===== src/hw/rtl/rmewb_pkg.sv =====
// Package for the run-merge equal-weight binner.
// Field widths, bin limit, status and register codes, controller/datapath structs.
// No dependencies.
`timescale 1ns / 1ps

package rmewb_pkg;

  localparam int ITEMS_W   = 36;  // total_weight, items_left, bin_fill
  localparam int WEIGHT_W  = 15;  // group weight
  localparam int BIN_W     = 8;   // bin number on the output
  localparam int BIN_CNT_W = 9;   // bin_count register, current bin
  localparam int STATUS_W  = 2;
  localparam int CFG_IDX_W = 2;

  // largest usable bin count; bin_count above this clamps
  localparam int MAX_BINS  = 256;

  localparam logic [WEIGHT_W-1:0]  WEIGHT_MAX       = '1;
  localparam logic [BIN_CNT_W-1:0] BIN_COUNT_RST    = 9'd16;
  localparam logic [ITEMS_W-1:0]   TOTAL_WEIGHT_RST = 36'd1326;

  // status codes
  localparam logic [STATUS_W-1:0] ST_OK        = 2'd0;
  localparam logic [STATUS_W-1:0] ST_EXHAUSTED = 2'd1;
  localparam logic [STATUS_W-1:0] ST_MISMATCH  = 2'd2;
  localparam logic [STATUS_W-1:0] ST_UNDERUSED = 2'd3;

  // configuration register indexes
  localparam logic [CFG_IDX_W-1:0] REG_BIN_COUNT    = 2'd0;
  localparam logic [CFG_IDX_W-1:0] REG_TOTAL_WEIGHT = 2'd1;

  typedef struct packed {
    logic load_item;    // capture input word
    logic start_batch;  // first item of a batch
    logic merge;        // same index, bump weight
    logic div_start;    // items_left / bins_left
    logic decide;       // register open-new-bin decision
    logic place;        // bin the run and load the output register
    logic place_last;   // this group closes the batch
    logic new_run;      // after placing, the held item opens a new run
  } rmewb_cmd_t;

  typedef struct packed {
    logic run_open;
    logic idx_match;
    logic item_last;
    logic div_busy;
    logic out_free;
  } rmewb_sts_t;

endpackage


===== src/hw/rtl/rmewb_div.sv =====
// Restoring divider, one quotient bit per cycle.
// Depends on rmewb_pkg for the dividend and divisor widths.
`timescale 1ns / 1ps

module rmewb_div
  import rmewb_pkg::*;
(
  input  logic                 clk,
  input  logic                 rst_n,
  input  logic                 start,
  input  logic [ITEMS_W-1:0]   dividend,
  input  logic [BIN_CNT_W-1:0] divisor,
  output logic                 busy,
  output logic [ITEMS_W-1:0]   quotient
);

  localparam int CNT_W = $clog2(ITEMS_W);

  logic [ITEMS_W-1:0]   quo_r, quo_nxt;
  logic [BIN_CNT_W-1:0] rem_r, rem_nxt;
  logic [BIN_CNT_W-1:0] dsr_r;
  logic [CNT_W-1:0]     cnt_r;
  logic                 busy_r;
  logic [BIN_CNT_W:0]   rem_sh;
  logic [BIN_CNT_W:0]   rem_sub;

  // shift in the next dividend bit, subtract if it fits
  always_comb begin
    rem_sh  = {rem_r, quo_r[ITEMS_W-1]};
    rem_sub = rem_sh - {1'b0, dsr_r};
    if (rem_sh >= {1'b0, dsr_r}) begin
      rem_nxt = rem_sub[BIN_CNT_W-1:0];
      quo_nxt = {quo_r[ITEMS_W-2:0], 1'b1};
    end else begin
      rem_nxt = rem_sh[BIN_CNT_W-1:0];
      quo_nxt = {quo_r[ITEMS_W-2:0], 1'b0};
    end
  end

  always_ff @(posedge clk) begin
    if (!rst_n) begin
      busy_r <= 1'b0;
      cnt_r  <= '0;
    end else if (start) begin
      busy_r <= 1'b1;
      cnt_r  <= '0;
    end else if (busy_r) begin
      cnt_r <= cnt_r + 1'b1;
      if (cnt_r == CNT_W'(ITEMS_W - 1)) begin
        busy_r <= 1'b0;
      end
    end
  end

  always_ff @(posedge clk) begin
    if (start) begin
      quo_r <= dividend;
      rem_r <= '0;
      dsr_r <= divisor;
    end else if (busy_r) begin
      quo_r <= quo_nxt;
      rem_r <= rem_nxt;
    end
  end

  assign busy     = busy_r;
  assign quotient = quo_r;

endmodule


===== src/hw/rtl/rmewb_ctrl.sv =====
// Controller state machine of the binner: sequences accept, merge,
// divide, decide and place. Depends on rmewb_pkg for the cmd/sts structs.
`timescale 1ns / 1ps

module rmewb_ctrl
  import rmewb_pkg::*;
(
  input  logic       clk,
  input  logic       rst_n,
  input  logic       in_tvalid,
  output logic       in_tready,
  input  rmewb_sts_t sts,
  output rmewb_cmd_t cmd
);

  localparam logic [2:0] S_IDLE   = 3'd0;
  localparam logic [2:0] S_EVAL   = 3'd1;
  localparam logic [2:0] S_DSTART = 3'd2;
  localparam logic [2:0] S_DWAIT  = 3'd3;
  localparam logic [2:0] S_DECIDE = 3'd4;
  localparam logic [2:0] S_PLACE  = 3'd5;

  logic [2:0] state_r, state_nxt;
  logic       pl_r, pl_nxt;      // group being placed is the last one
  logic       nr_r, nr_nxt;      // held item opens a new run after placing
  logic       pend_r, pend_nxt;  // a last one-item group follows

  always_comb begin
    state_nxt = state_r;
    pl_nxt    = pl_r;
    nr_nxt    = nr_r;
    pend_nxt  = pend_r;
    cmd       = '0;
    in_tready = 1'b0;
    case (state_r)
      S_IDLE: begin
        in_tready     = 1'b1;
        cmd.load_item = in_tvalid;
        if (in_tvalid) begin
          state_nxt = S_EVAL;
        end
      end
      S_EVAL: begin
        pend_nxt = 1'b0;
        if (!sts.run_open || sts.idx_match) begin
          cmd.start_batch = !sts.run_open;
          cmd.merge       = sts.run_open;
          pl_nxt          = 1'b1;
          nr_nxt          = 1'b0;
          state_nxt       = sts.item_last ? S_DSTART : S_IDLE;
        end else begin
          pl_nxt    = 1'b0;
          nr_nxt    = 1'b1;
          pend_nxt  = sts.item_last;
          state_nxt = S_DSTART;
        end
      end
      S_DSTART: begin
        cmd.div_start = 1'b1;
        state_nxt     = S_DWAIT;
      end
      S_DWAIT: begin
        if (!sts.div_busy) begin
          state_nxt = S_DECIDE;
        end
      end
      S_DECIDE: begin
        cmd.decide = 1'b1;
        state_nxt  = S_PLACE;
      end
      S_PLACE: begin
        if (sts.out_free) begin
          cmd.place      = 1'b1;
          cmd.place_last = pl_r;
          cmd.new_run    = nr_r;
          if (pend_r) begin
            pl_nxt    = 1'b1;
            nr_nxt    = 1'b0;
            pend_nxt  = 1'b0;
            state_nxt = S_DSTART;
          end else begin
            state_nxt = S_IDLE;
          end
        end
      end
      default: begin
        state_nxt = S_IDLE;
      end
    endcase
  end

  always_ff @(posedge clk) begin
    if (!rst_n) begin
      state_r <= S_IDLE;
      pl_r    <= 1'b0;
      nr_r    <= 1'b0;
      pend_r  <= 1'b0;
    end else begin
      state_r <= state_nxt;
      pl_r    <= pl_nxt;
      nr_r    <= nr_nxt;
      pend_r  <= pend_nxt;
    end
  end

endmodule


===== src/hw/rtl/rmewb_dp.sv =====
// Datapath of the binner: config registers, run and bin state, divider,
// placement logic and output register. Depends on rmewb_pkg, rmewb_div.
`timescale 1ns / 1ps

module rmewb_dp
  import rmewb_pkg::*;
#(
  parameter int INDEX_BITS = 36
) (
  input  logic                   clk,
  input  logic                   rst_n,
  input  logic                   cfg_we,
  input  logic [CFG_IDX_W-1:0]   cfg_addr,
  input  logic [ITEMS_W-1:0]     cfg_wdata,
  input  logic [INDEX_BITS-1:0]  item_index,
  input  logic                   last_item,
  input  rmewb_cmd_t             cmd,
  output rmewb_sts_t             sts,
  input  logic                   out_tready,
  output logic                   out_valid,
  output logic [INDEX_BITS-1:0]  group_index,
  output logic [WEIGHT_W-1:0]    group_weight,
  output logic [BIN_W-1:0]       bin_number,
  output logic                   last_group,
  output logic [STATUS_W-1:0]    status
);

  // config
  logic [BIN_CNT_W-1:0]  bin_count_r;
  logic [ITEMS_W-1:0]    total_weight_r;
  // held input word
  logic [INDEX_BITS-1:0] idx_r;
  logic                  last_r;
  // run and bin state
  logic [INDEX_BITS-1:0] run_index_r;
  logic [WEIGHT_W-1:0]   run_weight_r;
  logic                  run_open_r;
  logic [BIN_CNT_W-1:0]  cur_bin_r;
  logic [ITEMS_W-1:0]    bin_fill_r;
  logic [ITEMS_W-1:0]    items_left_r;
  logic                  adv_r;
  logic                  exh_r;
  // output register
  logic                  out_valid_r;
  logic [INDEX_BITS-1:0] out_idx_r;
  logic [WEIGHT_W-1:0]   out_weight_r;
  logic [BIN_W-1:0]      out_bin_r;
  logic                  out_last_r;
  logic [STATUS_W-1:0]   out_status_r;

  logic [BIN_CNT_W-1:0]  eff;
  logic [BIN_CNT_W-1:0]  bins_left;
  logic                  can_adv;
  logic                  div_busy;
  logic [ITEMS_W-1:0]    quo;
  logic [ITEMS_W:0]      dec_sum;
  logic                  open_new;
  logic [ITEMS_W-1:0]    il_mid;
  logic [BIN_CNT_W-1:0]  cur_mid;
  logic [ITEMS_W-1:0]    fill_base;
  logic [ITEMS_W:0]      fill_sum;
  logic [ITEMS_W-1:0]    fill_new;
  logic [STATUS_W-1:0]   st_new;

  always_ff @(posedge clk) begin
    if (!rst_n) begin
      bin_count_r    <= BIN_COUNT_RST;
      total_weight_r <= TOTAL_WEIGHT_RST;
    end else if (cfg_we) begin
      case (cfg_addr)
        REG_BIN_COUNT:    bin_count_r    <= cfg_wdata[BIN_CNT_W-1:0];
        REG_TOTAL_WEIGHT: total_weight_r <= cfg_wdata;
        default: ;
      endcase
    end
  end

  // effective bin count: zero acts as one, clamp at MAX_BINS
  always_comb begin
    if (bin_count_r == '0) begin
      eff = BIN_CNT_W'(1);
    end else if (32'(bin_count_r) > MAX_BINS) begin
      eff = BIN_CNT_W'(MAX_BINS);
    end else begin
      eff = bin_count_r;
    end
    bins_left = (cur_bin_r < eff) ? eff - cur_bin_r : BIN_CNT_W'(1);
    can_adv   = ({1'b0, cur_bin_r} + 1'b1) < {1'b0, eff};
  end

  rmewb_div u_div (
    .clk      (clk),
    .rst_n    (rst_n),
    .start    (cmd.div_start),
    .dividend (items_left_r),
    .divisor  (bins_left),
    .busy     (div_busy),
    .quotient (quo)
  );

  // open a new bin when the bin is not empty and fill + w/2 exceeds the fair share
  always_comb begin
    dec_sum  = {1'b0, bin_fill_r} + (ITEMS_W+1)'(run_weight_r[WEIGHT_W-1:1]);
    open_new = (bin_fill_r != '0) && (dec_sum > {1'b0, quo});
  end

  always_comb begin
    if (adv_r) begin
      il_mid    = (items_left_r > bin_fill_r) ? items_left_r - bin_fill_r : '0;
      cur_mid   = cur_bin_r + 1'b1;
      fill_base = '0;
    end else begin
      il_mid    = items_left_r;
      cur_mid   = cur_bin_r;
      fill_base = bin_fill_r;
    end
    fill_sum = {1'b0, fill_base} + (ITEMS_W+1)'(run_weight_r);
    fill_new = fill_sum[ITEMS_W] ? '1 : fill_sum[ITEMS_W-1:0];
    st_new   = exh_r ? ST_EXHAUSTED : ST_OK;
    if (cmd.place_last) begin
      if (fill_new != il_mid) begin
        st_new = ST_MISMATCH;
      end else if (!exh_r && (({1'b0, cur_mid} + 1'b1) < {1'b0, eff})) begin
        st_new = ST_UNDERUSED;
      end
    end
  end

  always_ff @(posedge clk) begin
    if (cmd.load_item) begin
      idx_r  <= item_index;
      last_r <= last_item;
    end
    if (cmd.decide) begin
      adv_r <= open_new && can_adv;
      exh_r <= open_new && !can_adv;
    end
  end

  always_ff @(posedge clk) begin
    if (!rst_n) begin
      run_open_r   <= 1'b0;
      run_index_r  <= '0;
      run_weight_r <= '0;
      cur_bin_r    <= '0;
      bin_fill_r   <= '0;
      items_left_r <= TOTAL_WEIGHT_RST;
    end else if (cmd.start_batch) begin
      run_open_r   <= 1'b1;
      run_index_r  <= idx_r;
      run_weight_r <= WEIGHT_W'(1);
      cur_bin_r    <= '0;
      bin_fill_r   <= '0;
      items_left_r <= total_weight_r;
    end else if (cmd.merge) begin
      if (run_weight_r != WEIGHT_MAX) begin
        run_weight_r <= run_weight_r + 1'b1;
      end
    end else if (cmd.place) begin
      cur_bin_r    <= cur_mid;
      bin_fill_r   <= fill_new;
      items_left_r <= il_mid;
      if (cmd.new_run) begin
        run_index_r  <= idx_r;
        run_weight_r <= WEIGHT_W'(1);
      end
      if (cmd.place_last) begin
        run_open_r <= 1'b0;
      end
    end
  end

  always_ff @(posedge clk) begin
    if (!rst_n) begin
      out_valid_r <= 1'b0;
    end else if (cmd.place) begin
      out_valid_r <= 1'b1;
    end else if (out_tready) begin
      out_valid_r <= 1'b0;
    end
  end

  always_ff @(posedge clk) begin
    if (cmd.place) begin
      out_idx_r    <= run_index_r;
      out_weight_r <= run_weight_r;
      out_bin_r    <= cur_mid[BIN_W-1:0];
      out_last_r   <= cmd.place_last;
      out_status_r <= st_new;
    end
  end

  always_comb begin
    sts.run_open  = run_open_r;
    sts.idx_match = (idx_r == run_index_r);
    sts.item_last = last_r;
    sts.div_busy  = div_busy;
    sts.out_free  = !out_valid_r || out_tready;
  end

  assign out_valid    = out_valid_r;
  assign group_index  = out_idx_r;
  assign group_weight = out_weight_r;
  assign bin_number   = out_bin_r;
  assign last_group   = out_last_r;
  assign status       = out_status_r;

endmodule


===== src/hw/rtl/run_merge_equal_weight_binner_unit.sv =====
// Top level of the run-merge equal-weight binner.
// Depends on rmewb_pkg, rmewb_ctrl, rmewb_dp (which holds rmewb_div).
//
//   port group | dir | word contents
//   in_*       | in  | tdata: item_index; tlast: last_item
//   out_*      | out | tdata: group_index, group_weight, bin_number;
//              |     | tlast: last_group; tuser: status
//   cfg_*      | in  | write-only: 0 bin_count, 1 total_weight
//
// Sequence: a word that only extends or opens a run is accepted, then
// evaluated; each finished group adds start, a 36-step restoring divide of
// items_left by the bins left, a done check, decide and place.
// Reset (rst_n low, synchronous) loads bin_count 16, total_weight 1326
// and closes any open run. A waiting result sits in the output register
// while the next word is taken; placement stalls only if it is still full.
`timescale 1ns / 1ps

module run_merge_equal_weight_binner_unit
  import rmewb_pkg::*;
#(
  parameter int INDEX_BITS = 36,
  localparam int IN_DATA_W  = ((INDEX_BITS + 7) / 8) * 8,
  localparam int PACK_W     = INDEX_BITS + WEIGHT_W + BIN_W,
  localparam int OUT_DATA_W = ((PACK_W + 7) / 8) * 8
) (
  input  logic                  clk,
  input  logic                  rst_n,
  // input stream
  input  logic                  in_tvalid,
  output logic                  in_tready,
  input  logic [IN_DATA_W-1:0]  in_tdata,   // item_index
  input  logic                  in_tlast,   // last_item
  // result stream
  output logic                  out_tvalid,
  input  logic                  out_tready,
  output logic [OUT_DATA_W-1:0] out_tdata,  // group_index, group_weight, bin_number
  output logic                  out_tlast,  // last_group
  output logic [STATUS_W-1:0]   out_tuser,  // status
  // configuration writes
  input  logic                  cfg_we,
  input  logic [CFG_IDX_W-1:0]  cfg_addr,
  input  logic [ITEMS_W-1:0]    cfg_wdata
);

  rmewb_cmd_t            cmd;
  rmewb_sts_t            sts;
  logic [INDEX_BITS-1:0] group_index;
  logic [WEIGHT_W-1:0]   group_weight;
  logic [BIN_W-1:0]      bin_number;

  rmewb_ctrl u_ctrl (
    .clk       (clk),
    .rst_n     (rst_n),
    .in_tvalid (in_tvalid),
    .in_tready (in_tready),
    .sts       (sts),
    .cmd       (cmd)
  );

  rmewb_dp #(
    .INDEX_BITS (INDEX_BITS)
  ) u_dp (
    .clk          (clk),
    .rst_n        (rst_n),
    .cfg_we       (cfg_we),
    .cfg_addr     (cfg_addr),
    .cfg_wdata    (cfg_wdata),
    .item_index   (in_tdata[INDEX_BITS-1:0]),
    .last_item    (in_tlast),
    .cmd          (cmd),
    .sts          (sts),
    .out_tready   (out_tready),
    .out_valid    (out_tvalid),
    .group_index  (group_index),
    .group_weight (group_weight),
    .bin_number   (bin_number),
    .last_group   (out_tlast),
    .status       (out_tuser)
  );

  // pack result word, lowest field first, zero pad to bytes
  always_comb begin
    out_tdata             = '0;
    out_tdata[PACK_W-1:0] = {bin_number, group_weight, group_index};
  end

endmodule


===== config.mk =====
export PLATFORM = sky130hd
export DESIGN_NAME = run_merge_equal_weight_binner_unit
export DESIGN_NICKNAME = d
export VERILOG_FILES = /design/src/hw/rtl/rmewb_pkg.sv /design/src/hw/rtl/rmewb_div.sv /design/src/hw/rtl/rmewb_ctrl.sv /design/src/hw/rtl/rmewb_dp.sv /design/src/hw/rtl/run_merge_equal_weight_binner_unit.sv
export SDC_FILE = /design/constraint.sdc
export NUM_CORES = 1
export LEC_CHECK = 0
export BUFFER_PORTS_ARGS = -buffer_cell sky130_fd_sc_hd__buf_2
export CAP_MARGIN = 20
export CORE_MARGIN = 4
export CORE_UTILIZATION = 34
export DETAILED_ROUTE_END_ITERATION = 6
export GPL_TIMING_DRIVEN = 0
export HOLD_SLACK_MARGIN = 0.12
export PLACE_DENSITY = 0.6
export SLEW_MARGIN = 15
export SYNTH_ARGS = -nofsm -noshare
export SYNTH_HDL_FRONTEND = slang
export SYNTH_SLANG_ARGS = --single-unit

===== constraint.sdc =====
create_clock -name clk -period 12.53 [get_ports clk]
set_input_delay 0.6265 -clock clk [delete_from_list [all_inputs] [get_ports clk]]
set_output_delay 0.6265 -clock clk [all_outputs]
set_load 0.005 [all_outputs]

After elaboration in Yosys (flattened, before gate mapping)
Index checks and enable logic that the tools add are counted.
{"block": "word_totals", "output_inout_bits": 69, "elab_cells": 163, "reg_bits": 347}
{"block": "classes", "muxes": 62, "magnitude_cmp": 7, "bitwise": 2, "n_reduce_logical": 37, "addsub": 10, "n_eq_ne": 17}
{"cell": "$mux W36", "count": 13}
{"cell": "$mux W15", "count": 4}
{"cell": "$add A36 B14 Y37", "count": 1}
{"cell": "$add A36 B15 Y37", "count": 1}
{"cell": "$gt A37 B36 Y1", "count": 1}
{"cell": "$eq A36 B36 Y1", "count": 1}
{"cell": "$gt A36 B36 Y1", "count": 1}
{"cell": "$mux W9", "count": 4}
{"cell": "$ne A36 B36 Y1", "count": 1}
{"cell": "$reduce_bool A36 Y1", "count": 1}
{"cell": "$sub A36 B36 Y36", "count": 1}
{"cell": "$mux W1", "count": 24}
{"cell": "$add A9 B1 Y10 const B", "count": 2}
{"cell": "$lt A10 B9 Y1", "count": 2}
{"cell": "$mux W3", "count": 6}
{"cell": "$pmux W3 S6", "count": 1}
{"cell": "$reduce_and A3 Y1", "count": 6}
{"cell": "$sub A9 B9 Y9", "count": 2}
{"cell": "$reduce_bool A2 Y1", "count": 8}
{"cell": "$add A15 B1 Y15 const B", "count": 1}
{"cell": "$ne A15 B15 Y1 const B", "count": 1}
{"cell": "$mux W2", "count": 7}
{"cell": "$ge A10 B9 Y1", "count": 1}
{"cell": "$reduce_and A2 Y1", "count": 5}
{"cell": "other kinds (22)", "count": 40}

Depth between registers and ports, before layout
{"block": "logic_depth", "word_depth": 8, "depth_mapped": 27}

Modules after synthesis
Synthesis repeated with hierarchy kept, for this count alone.
{"block": "hier_totals", "hier_cells": 2516, "area_unflattened_um2": 22034.9}
{"mod": "rmewb_dp", "seq_area_each_um2": 6616.3, "area_each_um2": 18652.9, "cells_per_inst": 2240, "instances": 1}
{"mod": "rmewb_div", "seq_area_each_um2": 1671.6, "area_each_um2": 2934.1, "cells_per_inst": 220, "instances": 1}
{"mod": "rmewb_ctrl", "seq_area_each_um2": 120.1, "area_each_um2": 406.6, "cells_per_inst": 50, "instances": 1}
{"mod": "run_merge_equal_weight_binner_unit", "seq_area_each_um2": 0.0, "area_each_um2": 41.3, "cells_per_inst": 6, "instances": 1}

Worst setup path after synthesis
Ideal clock, no wire load.
{"block": "synth_timing", "path_type": "flip-flop to flip-flop", "from": "register u_dp.adv_r", "to": "register u_dp.out_status_r[1], in the netlist u_dp.status[1] (data pin)", "setup_slack_ps": 7042, "n_path_buf": 9, "setup_ps": 255, "stages_incl_launch_ff": 24, "t_required_ps": 12275, "arrival_time_ps": 5234, "cell_sequence": "edfxtp_1 -> clkbuf_1 -> clkbuf_1 -> clkbuf_1 -> buf_2 -> clkbuf_1 -> buf_1 -> buf_1 -> nor2_1 -> ha_1 -> buf_2 -> and4_1 -> a21boi_1 -> a21bo_2 -> buf_2 -> a211oi_4 -> a21oi_1 -> o2bb2ai_1 -> a311oi_1 -> nand4_1 -> nor4_1 -> o2111a_1 -> nand4_1 -> and2_1"}
{"block": "synth_via", "elab_chain_cells": 7}
{"item": "from (decl)", "line": "rmewb_dp.sv:41", "rtl": "logic adv_r;"}
{"item": "from (signal assigned)", "line": "rmewb_dp.sv:135", "rtl": "adv_r <= open_new && can_adv;"}
{"item": "$mux W9", "line": "rmewb_dp.sv:108", "rtl": "if (adv_r) begin"}
{"item": "$add A9 B1 Y10", "line": "rmewb_dp.sv:123", "rtl": "end else if (!exh_r && (({1'b0, cur_mid} + 1'b1) < {1'b0, eff})) begin"}
{"item": "$lt A10 B9 Y1", "line": "rmewb_dp.sv:123"}
{"item": "$logic_and A1 B1 Y1", "line": "rmewb_dp.sv:123"}
{"item": "$mux W2", "line": "rmewb_dp.sv:123"}
{"item": "$mux W2 *", "line": "rmewb_dp.sv:121", "rtl": "if (fill_new != il_mid) begin"}
{"item": "$mux W2 *", "line": "rmewb_dp.sv:120", "rtl": "if (cmd.place_last) begin"}
{"item": "to (signal assigned)", "line": "rmewb_dp.sv:189", "rtl": "out_status_r <= st_new;"}
{"item": "to (decl)", "line": "rmewb_dp.sv:49", "rtl": "logic [STATUS_W-1:0] out_status_r;"}
Every way passes the cells marked *; elsewhere a longest branch is shown, timed or not.
A chain may end at the register's enable or synchronous reset.

Worst setup path after layout
Same ends and word-level chain as after synthesis.

==> results.yml <==
run_status:
  outcome: "completed"
worst_setup_path:
  cp-end-kind: "flip-flop"
  crit_slowest_cell: "o21ai_0"
  cp_max_fo: 10
  cp_common_cell: "clkbuf_1"
  crit_required_ns: 12.85
  worst-path-buf-inv: 8
  crit_path_max_incr_delay_ns: 0.87
  start_kind: "flip-flop"
  cpLargestDelayFamily: "buffers and inverters"
  path_cells: "clkbuf_1 -> clkbuf_1 -> clkbuf_1 -> buf_2 -> clkbuf_1 -> buf_1 -> buf_1 -> nor2_1 -> ha_1 -> clkbuf_1 -> nand3_1 -> o211ai_1 -> nor4_1 -> o21ai_0 -> nand3b_1 -> xnor2_1 -> and3_1 -> o21ai_0 -> o2111ai_1 -> a311oi_1 -> nand4_1 -> and2_1"
  critPathArrivalTime_ns: 9.08
  path_class: "reg2reg"
die:
  die_h_um: 260.5
  ios: 153
  core_um2: 63080
  start_util: 0.3437
  rows: 92
  die_area_um2: 67860
  die_w_um: 260.5
grt:
  overflow: 0
  grt_pass1_vias: 18500
  grtUsageTotal: 0.2162
  grt_antenna_before_repair: 0
  grt_max_degree: 37
  grt_pass1_wl_um: 113100
cts:
  h-tree-depth: 2
  clockBufferDepth: 3
  cts_sinks: 347
  cts_tree: "yes"
  post_cts_buffers: 0
  clk_pin_slew_worst_paths_ns: 0.06
  ctsRootBufferMaster: "clkbuf_16"
  cts_buffers: 40
  insertion_delay_ns: 0.57
  ctsHoldBuffers: 0
  cts.repair.resized: 0
synth:
  synth_ff_type: "dfxtp_1"
  yosys.area.top_type: "edfxtp_1"
  synth_top_area_frac: 0.2022
  synth_warnings: 0
  ys_seq_elements: 347
  ys_types: 92
  syn_area_um2: 21680
  synth_cells: 2535
  synthArstFlopShare: 0
  avgSynthCellArea_um2: 8.552
  synth_edf_count: 146
  yosys-top-cells-area: "edfxtp_1 20%, dfxtp_1 19%, ha_1 8.1%, nand2_1 5.9%, xnor2_1 5.0%"
  seq_area_frac_synth: 0.3879
sta:
  max_freq_ghz: 0.1142
  whs_ns: 0.2365
  hold_violations: 0
  drv_slew: 0
  rsz0062_at_grt: "false"
  finalSetupViolCount: 0
  tightest_slew_ns: 1.061
  post-route-period-util: 0.6990
  relSlewSlack: 0.2852
  fin_crit_ns: 8.758
  fin_tns_setup_ns: 0
  finalClockSkew_ns: 0.02495
cells_and_area:
  antennaDiodeCount: 0
  layout-drive-gt1-share: 0.09822
  final_nets: 2956
  syn_to_final_growth_pct: 14.68
routing:
  drcViolationCount: 0
  wl_per_cell_um: 20.99
  viasPerCell: 5.401
  ant_nets: 0
  dr_total_vias: 19470
  drtIter0Drc: 1830
  drt_pass1_iterations: 6
  wirelength_um: 75680
placement:
  numPortBuffers: 142
  dpl.hpwl_um: 59370
  place_congestion: 1.008
run:
  maxCapViolations: 0
power_and_ir_drop:
  leakage_nw: 9.760
  vdd_drop_max_v: 0.0001226
  power_density_nw_per_um2: 140.5
worst_hold_path:
  min_path_type: "in2reg"
## where the power goes
part / total [mW] / switching, mW / leakage, nW / internal [mW]
logic: 0.960 / 0.604 / 6.10 / 0.356
registers: 1.35 / 0.0839 / 3.01 / 1.26
clock network: 1.19 / 0.496 / 0.648 / 0.689
total: 3.49 / 1.18 / 9.76 / 2.31
## flip-flops by register name (all words and copies together), names as in the netlist, 2 cells and up
signal               count
u_dp.bin_fill_r         36
u_dp.group_index        36
u_dp.idx_r              36
u_dp.items_left_r       36
u_dp.run_index_r        36
u_dp.total_weight_r     36
u_dp.u_div.quotient     36
u_dp.group_weight       15
u_dp.run_weight_r       15
u_dp.bin_count_r         9
u_dp.cur_bin_r           9
u_dp.u_div.dsr_r         9
u_dp.u_div.rem_r         9
u_dp.bin_number          8
u_dp.u_div.cnt_r         6
u_ctrl.state_r           3
u_dp.status              2
## cells in the mapped netlist (all sizes together) (24+ instances only)
cell,instances
dfxtp,201
a21o,51
nand2,343
nand2b,30
clkbuf,93
edfxtp,146
o21ai,143
buf,39
xor2,61
nand3,57
nor4,24
nand4,49
xnor2,124
a21oi,184
a21boi,43
a211oi,46
nor3,61
nor2,226
inv,140
ha,140
o211ai,27
a221oi,24
## cell usage in the layout (no fill, tap or decap), drive strengths merged, types with 61 or more instances in the layout
| cell type | instances |
|---|---|
| buf | 185 |
| nor3 | 61 |
| nor2 | 226 |
| dfxtp | 201 |
| xnor2 | 124 |
| clkbuf | 150 |
| edfxtp | 146 |
| nand2 | 343 |
| xor2 | 61 |
| inv | 143 |
| a21oi | 184 |
| o21ai | 143 |
| ha | 140 |
## path summary, 6_finish.rpt
kind                                                      startpoint  slack (ns)                                   end  cells after the start
worst min register to register  u_dp.total_weight_r[25]$_SDFFE_PN0P_        0.45  u_dp.total_weight_r[25]$_SDFFE_PN0P_                      2
worst max register to register                  u_dp.adv_r$_DFFE_PP_        3.77          u_dp.status[1]$_SDFFCE_PN0P_                     22
worst max-delay path                            u_dp.adv_r$_DFFE_PP_        3.77          u_dp.status[1]$_SDFFCE_PN0P_                     22
worst min-delay path                                    in_tdata[16]        0.24              u_dp.idx_r[16]$_DFFE_PP_                      1
## worst register-to-register path, delay by kind of cell, from the launching register on
| kind | cells | cell delay, ns |
|---|---|---|
| AOI/OAI and AO/OA | 5 | 1.84 |
| xor gates and xnor gates | 1 | 0.24 |
| adders and majority gates | 1 | 0.32 |
| buffers and inverters | 8 | 4.18 |
| DFF | 1 | 0.56 |
| and+or+nand+nor | 7 | 1.36 |
## per-layer routing
metal,GRT usage,wire [um],up-vias
met5,0,0,-
met3,0.03785,6043,160
met2,0.3449,33430,773
met1,0.2906,32680,9118
li1,-,-,9418
met4,0.08812,3533,0
## final cells by class
type	instances	area, um2
Inverter	143	536.8
Fill cell	6510	38220
Clock buffer	57	1157
Sequential cell	347	8408
Timing Repair Buffer	146	798.3
Clock inverter	17	151.4
Tap cell	846	1059
Buffer	132	555.5
Multi-Input combinational cell	1917	12200
## per-stage QoR
| step | std cells | util | power [mW] | setup slack (ns) | instance area, um2 |
|---|---|---|---|---|---|
| after CTS | 3605 | 0.3941 | 3.493 | 4.066 | 24860 |
| after detailed placement | 3531 | 0.3734 | 2.303 | 4.131 | 23550 |
| final | 3605 | 0.3941 | 3.492 | 3.772 | 24860 |
| after floorplan | 2539 | - | 2.004 | 7.042 | 21690 |
| after global placement | 3527 | 0.3719 | 2.302 | 3.912 | 23460 |
| after global routing | 3605 | 0.3941 | 3.646 | 3.566 | 24860 |
## cell families after synthesis
group,synth area share
adder cells (fa/ha/maj),0.08542
multiplexers,0.01022
other,0.0001730
flip-flops,0.3879
AO/OA/AOI/OAI,0.1976
buffers and inverters,0.05033
XOR/XNOR,0.07474
AND/OR/NAND/NOR,0.1936
No activity file was read; power rests on OpenSTA's default activity.
